<file path="src/slr_pkg.sv">
// Shared constants of the segment linear resampler.
package slr_pkg;

  localparam int LengthBitsDefault = 15;
  localparam int SampleBits        = 8;

  // Command codes carried in tuser of the input channel.
  localparam logic CMD_BEGIN  = 1'b0;
  localparam logic CMD_SAMPLE = 1'b1;

endpackage

</file>
<file path="src/segment_linear_resampler_unit.sv">
// Segment linear resampler: stretches or squeezes a segment of signed samples by one sample.
//
// Input channel (s_axis): tuser is the command. A begin item carries the raw flag,
// the source count S and the target count T in tdata and produces no result. A
// sample item carries one signed 8-bit source sample and yields zero, one or two
// output items. Output channel (m_axis): tdata is the output sample, tlast marks
// the last output item of the segment.
// Raw segments, segments with S equal to T or to zero and lengths that differ by
// more than one pass each sample through. Otherwise output k sits at k*(S-1)/(T-1)
// and is interpolated between the two neighboring samples, rounded to nearest, ties even.
// A begin item is taken straight from idle. A passthrough sample goes from idle
// to the emit step. In a resampled segment an output on a whole source position
// is emitted without interpolation, and one between positions runs an 8-step
// bit-serial shift-add multiply of the sample difference by the phase, an 8-step
// restoring division by T-1 and a rounding step before it is emitted.
// The finished item sits in an output register; the next input item is taken
// while it waits. When the receiver stalls, the block holds in its emit step
// until the output register is free. Reset empties the output register and
// leaves no segment open, so samples before the first begin are dropped.
module segment_linear_resampler_unit #(
  parameter int LENGTH_BITS = slr_pkg::LengthBitsDefault
) (
  input  logic clk_i,
  input  logic rst_ni,
  input  logic s_axis_tvalid_i,
  output logic s_axis_tready_o,
  // tdata fields from bit 0 up: raw_segment, source_count, target_count, sample_in,
  // then zero padding to whole bytes.
  input  logic [((2*LENGTH_BITS+slr_pkg::SampleBits+1+7)/8)*8-1:0] s_axis_tdata_i,
  // tuser: command.
  input  logic s_axis_tuser_i,
  output logic m_axis_tvalid_o,
  input  logic m_axis_tready_i,
  // tdata fields from bit 0 up: sample_out.
  output logic [slr_pkg::SampleBits-1:0] m_axis_tdata_o,
  // tlast: segment_end.
  output logic m_axis_tlast_o
);

  import slr_pkg::*;

  localparam int L        = LENGTH_BITS;
  localparam int SB       = SampleBits;
  localparam int WW       = L + SB;
  localparam int CntBits  = $clog2(SB);
  localparam int RawLsb   = 0;
  localparam int SrcLsb   = 1;
  localparam int TgtLsb   = 1 + L;
  localparam int SmpLsb   = 1 + 2 * L;

  typedef enum logic [2:0] {
    S_IDLE,
    S_EVAL,
    S_MUL,
    S_DIV,
    S_ROUND,
    S_EMIT
  } state_e;

  state_e              state_q;
  logic                pass_q;      // segment passes samples through
  logic                up_q;        // target longer than source
  logic [L-1:0]        den_q;       // T-1
  logic [L-1:0]        remain_q;    // outputs still to produce
  logic [L-1:0]        pos_q;       // source samples received in this segment
  logic [L-1:0]        base_q;      // integer part of the next output position
  logic [L-1:0]        frac_q;      // fraction numerator of the next output position
  logic signed [SB-1:0] prev_q;
  logic signed [SB-1:0] cur_q;
  logic [SB-1:0]       val_q;       // next output value
  logic [1:0]          nout_q;      // outputs produced for the current sample
  logic [SB-1:0]       mag_q;       // multiplier shift register, MSB first
  logic                neg_q;       // sign of the sample difference
  logic [WW-1:0]       work_q;      // product, then remainder and quotient
  logic [CntBits-1:0]  cnt_q;
  logic                m_valid_q;
  logic [SB-1:0]       m_data_q;
  logic                m_last_q;

  // Fields of the input item.
  logic                in_raw;
  logic [L-1:0]        in_src;
  logic [L-1:0]        in_tgt;
  logic [SB-1:0]       in_smp;
  logic                pass_new;

  logic                out_free;
  logic [L:0]          need;
  logic                can_emit;
  logic [SB:0]         diff;
  logic [SB:0]         diff_mag;
  logic [WW-1:0]       mul_next;
  logic [L:0]          div_t;
  logic                div_ge;
  logic [L:0]          div_sub;
  logic [L:0]          two_r;
  logic                round_up;
  logic [SB:0]         q_round;
  logic [SB:0]         result;
  logic [L:0]          frac_inc;

  assign in_raw = s_axis_tdata_i[RawLsb];
  assign in_src = s_axis_tdata_i[SrcLsb +: L];
  assign in_tgt = s_axis_tdata_i[TgtLsb +: L];
  assign in_smp = s_axis_tdata_i[SmpLsb +: SB];

  always_comb begin
    pass_new = in_raw || (in_src == in_tgt) || (in_src == '0) ||
               ({1'b0, in_src} > ({1'b0, in_tgt} + 1'b1)) ||
               ({1'b0, in_tgt} > ({1'b0, in_src} + 1'b1));
  end

  assign out_free = !m_valid_q || m_axis_tready_i;

  // An output between positions needs the sample after its integer part.
  assign need     = {1'b0, base_q} + {{L{1'b0}}, (frac_q != '0)};
  assign can_emit = need <= {1'b0, pos_q};

  assign diff     = {cur_q[SB-1], cur_q} - {prev_q[SB-1], prev_q};
  assign diff_mag = diff[SB] ? (~diff + 1'b1) : diff;

  // One shift-add step of the multiply, difference magnitude taken MSB first.
  assign mul_next = {work_q[WW-2:0], 1'b0} +
                    (mag_q[SB-1] ? {{SB{1'b0}}, frac_q} : {WW{1'b0}});

  // One restoring division step: remainder in the upper bits, quotient shifts in below.
  assign div_t   = {work_q[WW-1:SB], work_q[SB-1]};
  assign div_ge  = div_t >= {1'b0, den_q};
  assign div_sub = div_t - {1'b0, den_q};

  // Round to nearest; on a tie pick the even final value.
  always_comb begin
    two_r    = {work_q[WW-1:SB], 1'b0};
    round_up = (two_r > {1'b0, den_q}) ||
               ((two_r == {1'b0, den_q}) && (prev_q[0] ^ work_q[0]));
    q_round  = {1'b0, work_q[SB-1:0]} + {{SB{1'b0}}, round_up};
    result   = {prev_q[SB-1], prev_q} + (neg_q ? (~q_round + 1'b1) : q_round);
  end

  assign frac_inc = {1'b0, frac_q} + 1'b1;

  always_ff @(posedge clk_i or negedge rst_ni) begin
    if (!rst_ni) begin
      state_q   <= S_IDLE;
      pass_q    <= 1'b0;
      up_q      <= 1'b0;
      den_q     <= '0;
      remain_q  <= '0;
      pos_q     <= '0;
      base_q    <= '0;
      frac_q    <= '0;
      prev_q    <= '0;
      cur_q     <= '0;
      val_q     <= '0;
      nout_q    <= '0;
      mag_q     <= '0;
      neg_q     <= 1'b0;
      work_q    <= '0;
      cnt_q     <= '0;
      m_valid_q <= 1'b0;
      m_data_q  <= '0;
      m_last_q  <= 1'b0;
    end else begin
      // The output register fills in the emit step and empties when taken.
      if ((state_q == S_EMIT) && out_free) begin
        m_valid_q <= 1'b1;
      end else if (m_axis_tready_i) begin
        m_valid_q <= 1'b0;
      end
      case (state_q)
        S_IDLE: begin
          if (s_axis_tvalid_i) begin
            if (s_axis_tuser_i == CMD_BEGIN) begin
              pass_q   <= pass_new;
              up_q     <= in_tgt > in_src;
              den_q    <= in_tgt - 1'b1;
              remain_q <= in_tgt;
              pos_q    <= '0;
              base_q   <= '0;
              frac_q   <= '0;
              prev_q   <= '0;
            end else if (remain_q != '0) begin
              cur_q  <= in_smp;
              val_q  <= in_smp;
              nout_q <= '0;
              state_q <= pass_q ? S_EMIT : S_EVAL;
            end
          end
        end
        S_EVAL: begin
          if ((remain_q == '0) || (nout_q == 2'd2) || !can_emit) begin
            prev_q  <= cur_q;
            pos_q   <= pos_q + 1'b1;
            state_q <= S_IDLE;
          end else if (frac_q == '0) begin
            // Output on a whole source position: no interpolation.
            val_q   <= (base_q == pos_q) ? cur_q : prev_q;
            state_q <= S_EMIT;
          end else begin
            mag_q   <= diff_mag[SB-1:0];
            neg_q   <= diff[SB];
            work_q  <= '0;
            cnt_q   <= '0;
            state_q <= S_MUL;
          end
        end
        S_MUL: begin
          work_q <= mul_next;
          mag_q  <= {mag_q[SB-2:0], 1'b0};
          if (cnt_q == CntBits'(SB - 1)) begin
            cnt_q   <= '0;
            state_q <= S_DIV;
          end else begin
            cnt_q <= cnt_q + 1'b1;
          end
        end
        S_DIV: begin
          work_q <= {(div_ge ? div_sub[L-1:0] : div_t[L-1:0]), work_q[SB-2:0], div_ge};
          if (cnt_q == CntBits'(SB - 1)) begin
            cnt_q   <= '0;
            state_q <= S_ROUND;
          end else begin
            cnt_q <= cnt_q + 1'b1;
          end
        end
        S_ROUND: begin
          val_q   <= result[SB-1:0];
          state_q <= S_EMIT;
        end
        S_EMIT: begin
          if (out_free) begin
            m_data_q  <= val_q;
            m_last_q  <= remain_q == {{(L-1){1'b0}}, 1'b1};
            remain_q  <= remain_q - 1'b1;
            if (pass_q) begin
              prev_q  <= cur_q;
              pos_q   <= pos_q + 1'b1;
              state_q <= S_IDLE;
            end else begin
              nout_q <= nout_q + 1'b1;
              // Step the position by (S-1)/(T-1), which is one step below or above one.
              if (up_q) begin
                if (frac_q == '0) begin
                  frac_q <= den_q - 1'b1;
                end else begin
                  frac_q <= frac_q - 1'b1;
                  base_q <= base_q + 1'b1;
                end
              end else if (frac_inc == {1'b0, den_q}) begin
                frac_q <= '0;
                base_q <= base_q + 2'd2;
              end else begin
                frac_q <= frac_inc[L-1:0];
                base_q <= base_q + 1'b1;
              end
              state_q <= S_EVAL;
            end
          end
        end
        default: begin
          state_q <= S_IDLE;
        end
      endcase
    end
  end

  assign s_axis_tready_o = state_q == S_IDLE;
  assign m_axis_tvalid_o = m_valid_q;
  assign m_axis_tdata_o  = m_data_q;
  assign m_axis_tlast_o  = m_last_q;

endmodule

</file>
<file path="config.mk">
export PLATFORM = sky130hd
export DESIGN_NAME = segment_linear_resampler_unit
export DESIGN_NICKNAME = d
export VERILOG_FILES = /design/src/slr_pkg.sv /design/src/segment_linear_resampler_unit.sv
export SDC_FILE = /design/constraint.sdc
export NUM_CORES = 1
export LEC_CHECK = 0
export ABC_AREA = 1
export BUFFER_PORTS_ARGS = -buffer_cell sky130_fd_sc_hd__buf_2
export CAP_MARGIN = 20
export CORE_ASPECT_RATIO = 1.2
export CORE_MARGIN = 2
export CORE_UTILIZATION = 40
export CTS_BUF_LIST = sky130_fd_sc_hd__clkbuf_8 sky130_fd_sc_hd__clkbuf_16
export DETAILED_ROUTE_END_ITERATION = 16
export GPL_TIMING_DRIVEN = 0
export SETUP_SLACK_MARGIN = 0.1
export SLEW_MARGIN = 20
export SYNTH_ARGS = -nofsm -noshare
export SYNTH_HDL_FRONTEND = slang
export SYNTH_SLANG_ARGS = --single-unit
</file>
<file path="constraint.sdc">
create_clock -name clk_i -period 3.82 [get_ports clk_i]
set_input_delay 0.573 -clock clk_i [delete_from_list [all_inputs] [get_ports clk_i]]
set_output_delay 0.573 -clock clk_i [all_outputs]
set_load 0.01 [all_outputs]
</file>
# ---- After elaboration in Yosys (flattened, before gate mapping)
# Cells that the tools add are included.
dict set report totals {
  ff_bits 151
}
dict set report classes {
  reduce_logical 40
  eq_ne 26
  magnitude_cmp 6
  n_mux 68
  bitwise_logic 6
  addsub 20
}
# cell n
set op_table {}
lappend op_table {{15-bit 2-to-1 mux} 20}
lappend op_table {{8-bit 2-to-1 mux} 15}
lappend op_table {{15-bit one-hot mux with 2 select lines} 3}
lappend op_table {{23-bit one-hot mux with 3 select lines} 1}
lappend op_table {{15-bit by 1-bit subtractor with 15-bit output, second input constant} 4}
lappend op_table {{15-bit by 1-bit adder with 16-bit output, second input constant} 3}
lappend op_table {{8-bit one-hot mux with 3 select lines} 2}
lappend op_table {{23-bit 2-to-1 mux} 2}
lappend op_table {{15-bit zero test} 3}
lappend op_table {{15-bit one-hot mux with 3 select lines} 1}
lappend op_table {{3-bit 2-to-1 mux} 12}
lappend op_table {{16-bit by 15-bit == test with 1-bit output} 2}
lappend op_table {{15-bit by 16-bit > comparator with 1-bit output} 2}
lappend op_table {{15-bit by 1-bit adder with 15-bit output, second input constant} 2}
lappend op_table {{15-bit == test} 2}
lappend op_table {{6-bit AND reduction} 5}
lappend op_table {{15-bit nonzero test} 2}
lappend op_table {{23-bit by 15-bit adder with 23-bit output} 1}
lappend op_table {{2-bit inequality test, second input constant} 11}
lappend op_table {{3-bit one-hot mux with 6 select lines} 1}
lappend op_table {{15-bit by 1-bit adder with 16-bit output} 1}
lappend op_table {{8-bit by 1-bit adder with 8-bit output, second input constant} 2}
lappend op_table {{16-bit by 15-bit >= comparator with 1-bit output} 1}
lappend op_table {{16-bit by 15-bit > comparator with 1-bit output} 1}
lappend op_table {{35 further kinds} 67}

# ---- Logic depth before layout (Yosys ltp)
dict set report depth {
  ltp_word 9
  ltp_mapped 27
  mapped_depth_nobuf 27
}

# ---- Worst setup path before layout
# No wires, ideal clock.
dict set report synth_path {
  path_kind {register to register}
  start {register den_q[13]}
  end {register val_q[6]}
  t_required_ns 3.703
  t_arrival_ns 3.771
  setup_slack_ns -0.069
  setup_ns 0.117
  n_path_buf 0
  stages_incl_launch_ff 26
  path_cell_list {dfrtp_1 inv_1 ha_1 a21o_1 a211oi_1 o21a_1 inv_1 a21oi_1 mux2i_1 ha_1 ha_1 inv_1 ha_1 nand2_1 o21ai_0 inv_1 fa_1 nor2_1 o21ai_0 nand2_1 a21oi_1 or2_2 nand3_1 nand3_1 nand3_1 nand2_1}
}
dict set report synth_between {
  elab_chain_cells 9
  word_cells_on_any_way 10
  cone_classes {3 x add/sub; 1 x order compare; 1 x eq/ne; 2 x mux; 1 x bitwise; 2 x reduce/logical}
}
# element line_no
set synth_lines {}
lappend synth_lines {{start: declaration} segment_linear_resampler_unit.sv:63} ;# logic [L-1:0] den_q;
lappend synth_lines {{start signal: assignment} segment_linear_resampler_unit.sv:176} ;# den_q <= in_tgt - 1'b1;
lappend synth_lines {{branches (longest 2 deep; another with 16-bit by 15-bit > comparator with 1-bit output)} n/a}
lappend synth_lines {{1-bit logical OR (*)} segment_linear_resampler_unit.sv:134} ;# round_up = (two_r > {1'b0, den_q}) ||
lappend synth_lines {{8-bit by 1-bit adder with 8-bit output (*)} segment_linear_resampler_unit.sv:136} ;# q_round = {1'b0, work_q[SB-1:0]} + {{SB{1'b0}}, round_up};
lappend synth_lines {{8-bit NOT} segment_linear_resampler_unit.sv:137} ;# result = {prev_q[SB-1], prev_q} + (neg_q ? (~q_round + 1'b1) : q_round);
lappend synth_lines {{8-bit by 1-bit adder with 8-bit output} segment_linear_resampler_unit.sv:137}
lappend synth_lines {{8-bit 2-to-1 mux (*)} segment_linear_resampler_unit.sv:137}
lappend synth_lines {{8-bit adder (*)} segment_linear_resampler_unit.sv:137}
lappend synth_lines {{8-bit one-hot mux with 3 select lines (*)} segment_linear_resampler_unit.sv:170} ;# case (state_q)
lappend synth_lines {{end signal: assignment} segment_linear_resampler_unit.sv:184} ;# val_q <= in_smp;
lappend synth_lines {{end signal: assignment} segment_linear_resampler_unit.sv:197} ;# val_q <= (base_q == pos_q) ? cur_q : prev_q;
lappend synth_lines {{end signal: assignment} segment_linear_resampler_unit.sv:227} ;# val_q <= result[SB-1:0];
lappend synth_lines {{end: declaration} segment_linear_resampler_unit.sv:70} ;# logic [SB-1:0] val_q;
# Every way passes the cells marked *.
# A chain may end at the register's enable or synchronous reset.

# ---- Final worst setup path
# Ends and elaborated chain as after synthesis.

==> results.cfg <==
[run_status]
status = complete, but fails checks
failed_checks = negative setup slack

[synthesis]
syn_inst = 2261
ys.warnings.count = 0
synth_cell_type_count = 59
ys_seq_area_frac = 0.251
synth_nets = 2435
avgSynthCellArea_sq_um = 6.65
ys_seq_elements = 151
syn-cell-area_sq_mm = 0.0150

[critical_path]
cp_max_fo = 3
path_depth = 25
crit_buf_inv = 4
endpoint_kind = flip-flop
crit_family = adder cells
worst-setup-path-type = flip-flop to flip-flop
cp_slowest_cell = dfrtp_1
cp-start-kind = flip-flop
slowest_delay_ns = 0.42
worst_ep_required_time_ns = 4.18
rr_worst_depth = 25
worstPathArrival_ns = 4.49

[layout]
diodes = 0
seq_area_sq_mm = 0.00379
area_delta_synth_final_pct = 17.3
fin_nets = 2551
fillerInstances = 3815
post-route-util = 0.477
drive_gt1_frac = 0.150
final_common_cell = nand2_1
final_cell_mix = nand2_1 (584), inv_1 (267), nor2_1 (178), nand3_1 (146), dfrtp_1 (144)
multiInputGateArea_sq_mm = 0.0105

[route]
wl_per_cell_microns = 16.6
drt_iter0_drc = 765
met2_length_microns = 22800
wirelength_microns = 47500
route.detailed.drc = 0
drtAntennaViolNets = 0
met3_length_microns = 1810
drt_first_pass_iters = 5
met1_length_microns = 20600
highest_layer = met4
drt-vias-per-instance = 5.30
vias = 15200

[global_route]
antenna_found_initial = 0
grt_max_degree = 80
grt_pass1_vias = 15000
grt_usage = 0.243
grt_pass1_wl_microns = 76300
grt-ovfl-total = 0

[placed_design]
dp_hpwl_microns = 37000
io_buffers = 54
place.gp.congestion = 0.935

[timing]
finalCritPeriodShare = 1.08
final.setup_skew_ns = 0.0120
clock.fmax_mhz = 242
fin_crit_ns = 4.13
rsz0062_at_grt = yes
setup_slack_ns = -0.312
holdWs_ns = 0.0592
relSlewSlack = 0.410
slew_viol_final = 0
worst_pin_slew_ns = 0.882
setup_violations = 6
finalHoldViolations = 0

[pwr]
peakVddDrop_mv = 0.419
p_leak_nw = 8.65
powerDensity_mw_per_mm2 = 825

[clock_network]
cts-htree-levels = 4
clk_pin_slew_ns = 0.07
clk_path_buf_depth = 2
cts_buffers = 17
cts-root-buf = clkbuf_16
ctsHoldBuffers = 0
clkSinkCount = 151
tritoncts = built
clock_latency_ns = 0.47

[floorplanning]
dieWidth_microns = 181
core-area_sq_mm = 0.0370
ioPinCount = 56
die_h_microns = 216
rows = 77
die-area_sq_mm = 0.0391
start_util = 0.406

[worst_hold_path]
hp-class = primary input to asynchronous set/reset pin

[job]
cap_violations = 0
synthesized netlist by cell type (all sizes together):
master | instances | share of area
o22ai | 11 | 0.0046
mux2i | 2 | 0.0013
a21o | 2 | 0.0010
a22o | 1 | 0.00058
a211oi | 6 | 0.0030
a21oi | 133 | 0.045
o2111ai | 2 | 0.0012
o211ai | 12 | 0.0060
fa | 4 | 0.0053
clkinv | 5 | 0.0012
xor2 | 103 | 0.060
a22oi | 7 | 0.0048
a2bb2oi | 2 | 0.0012
nor3 | 55 | 0.020
clkbuf | 30 | 0.0077
a31oi | 7 | 0.0029
nor2 | 207 | 0.058
o31ai | 1 | 0.00050
inv | 294 | 0.073
mux2 | 7 | 0.0052
and2 | 2 | 0.00083
nor4 | 13 | 0.0054
nand4 | 51 | 0.022
ha | 125 | 0.10
xor3 | 1 | 0.0016
a221oi | 1 | 0.00058
nand3 | 166 | 0.058
nand3b | 7 | 0.0035
o21bai | 6 | 0.0030
xnor2 | 24 | 0.014
o21a | 6 | 0.0030
buf | 18 | 0.0082
a32oi | 2 | 0.0012
dfrtp | 151 | 0.25
o21ai | 153 | 0.052
nand2 | 621 | 0.16
o221ai | 3 | 0.0017
or2 | 18 | 0.0075
a21boi | 1 | 0.00050
a32o | 1 | 0.00067
path summary, 6_finish.rpt:
| path | end | slack (ns) | from |
|---|---|---|---|
| worst max-delay path | val_q[6] | -0.31 | den_q[13] |
| worst min-delay path | mag_q[5] | 0.06 | rst_ni |
| worst max register to register | val_q[6] | -0.31 | den_q[13] |
| worst min register to register | m_axis_tdata_o[1] | 0.47 | m_axis_tdata_o[1] |
| max in group asynchronous | den_q[10] | 2.95 | rst_ni |
| min in group clk_i | cur_q[4] | 0.37 | s_axis_tdata_i[35] |
registers in the layout, indices dropped and copies added (netlist names), 15 cells and up:
register,count
remain_q,15
den_q,15
frac_q,15
base_q,15
work_q,23
pos_q,15
layout make-up:
class	count	area share
Clock buffer	18	0.0249
Sequential cell	151	0.215
Tap cell	474	0.0336
Timing Repair Buffer	97	0.0401
Multi-Input combinational cell	1763	0.597
Buffer	48	0.0165
Inverter	299	0.0653
Clock inverter	14	0.00787
timing repair:
item / CTS / global route
pin swaps: 38 / 41
cloned: 0 / 3
setup buffers: 23 / 17
gates resized for setup: 72 / 111
setup endpoints to repair: 69 / 69
worst reg2reg max path, delay by kind of cell (launching register included):
kind,cells,cell delay [ns]
fa+ha+maj,5,1.40
compound gates,7,0.96
simple gates,8,0.78
flops,1,0.42
buf+inv,4,0.32
mux,1,0.12
per-stage QoR:
step	TNS, ns	power (mW)	setup slack, ns	instances	instance area (sq um)
global route	-2.54	15.9	-0.509	2864	17600
floorplan	0	8.92	0.0543	2261	15100
detailed placement	-35.63	11.2	-0.788	2790	16000
finish	-1.46	14.5	-0.312	2864	17600
global placement	-95.96	11.0	-0.735	2789	15900
CTS	-1.40	13.7	-0.330	2845	17000
per-layer routing:
metal  track usage  vias up
li1              -     7675
met1         0.297     7025
met2         0.421      384
met3        0.0291      103
met4         0.126        0
met5             0        -
cell families (layout without fill, tap and decap cells):
| group | after synthesis | after routing | share of synthesized area |
|---|---|---|---|
| AND/OR/NAND/NOR | 1140 | 1140 | 0.333 |
| AO/OA/AOI/OAI | 357 | 357 | 0.133 |
| buffers and inverters | 347 | 476 | 0.0905 |
| flip-flops | 151 | 151 | 0.251 |
| adder cells (fa/ha/maj) | 129 | 129 | 0.109 |
| XOR/XNOR | 128 | 128 | 0.0756 |
| multiplexers | 9 | 9 | 0.00658 |
report_power, final:
group / internal [mW] / switching, mW
sequential: 2.20 / 0.656
clock: 0.932 / 0.800
combinational: 3.79 / 6.18
total: 6.91 / 7.63
Power figures use the tool's default switching activity.
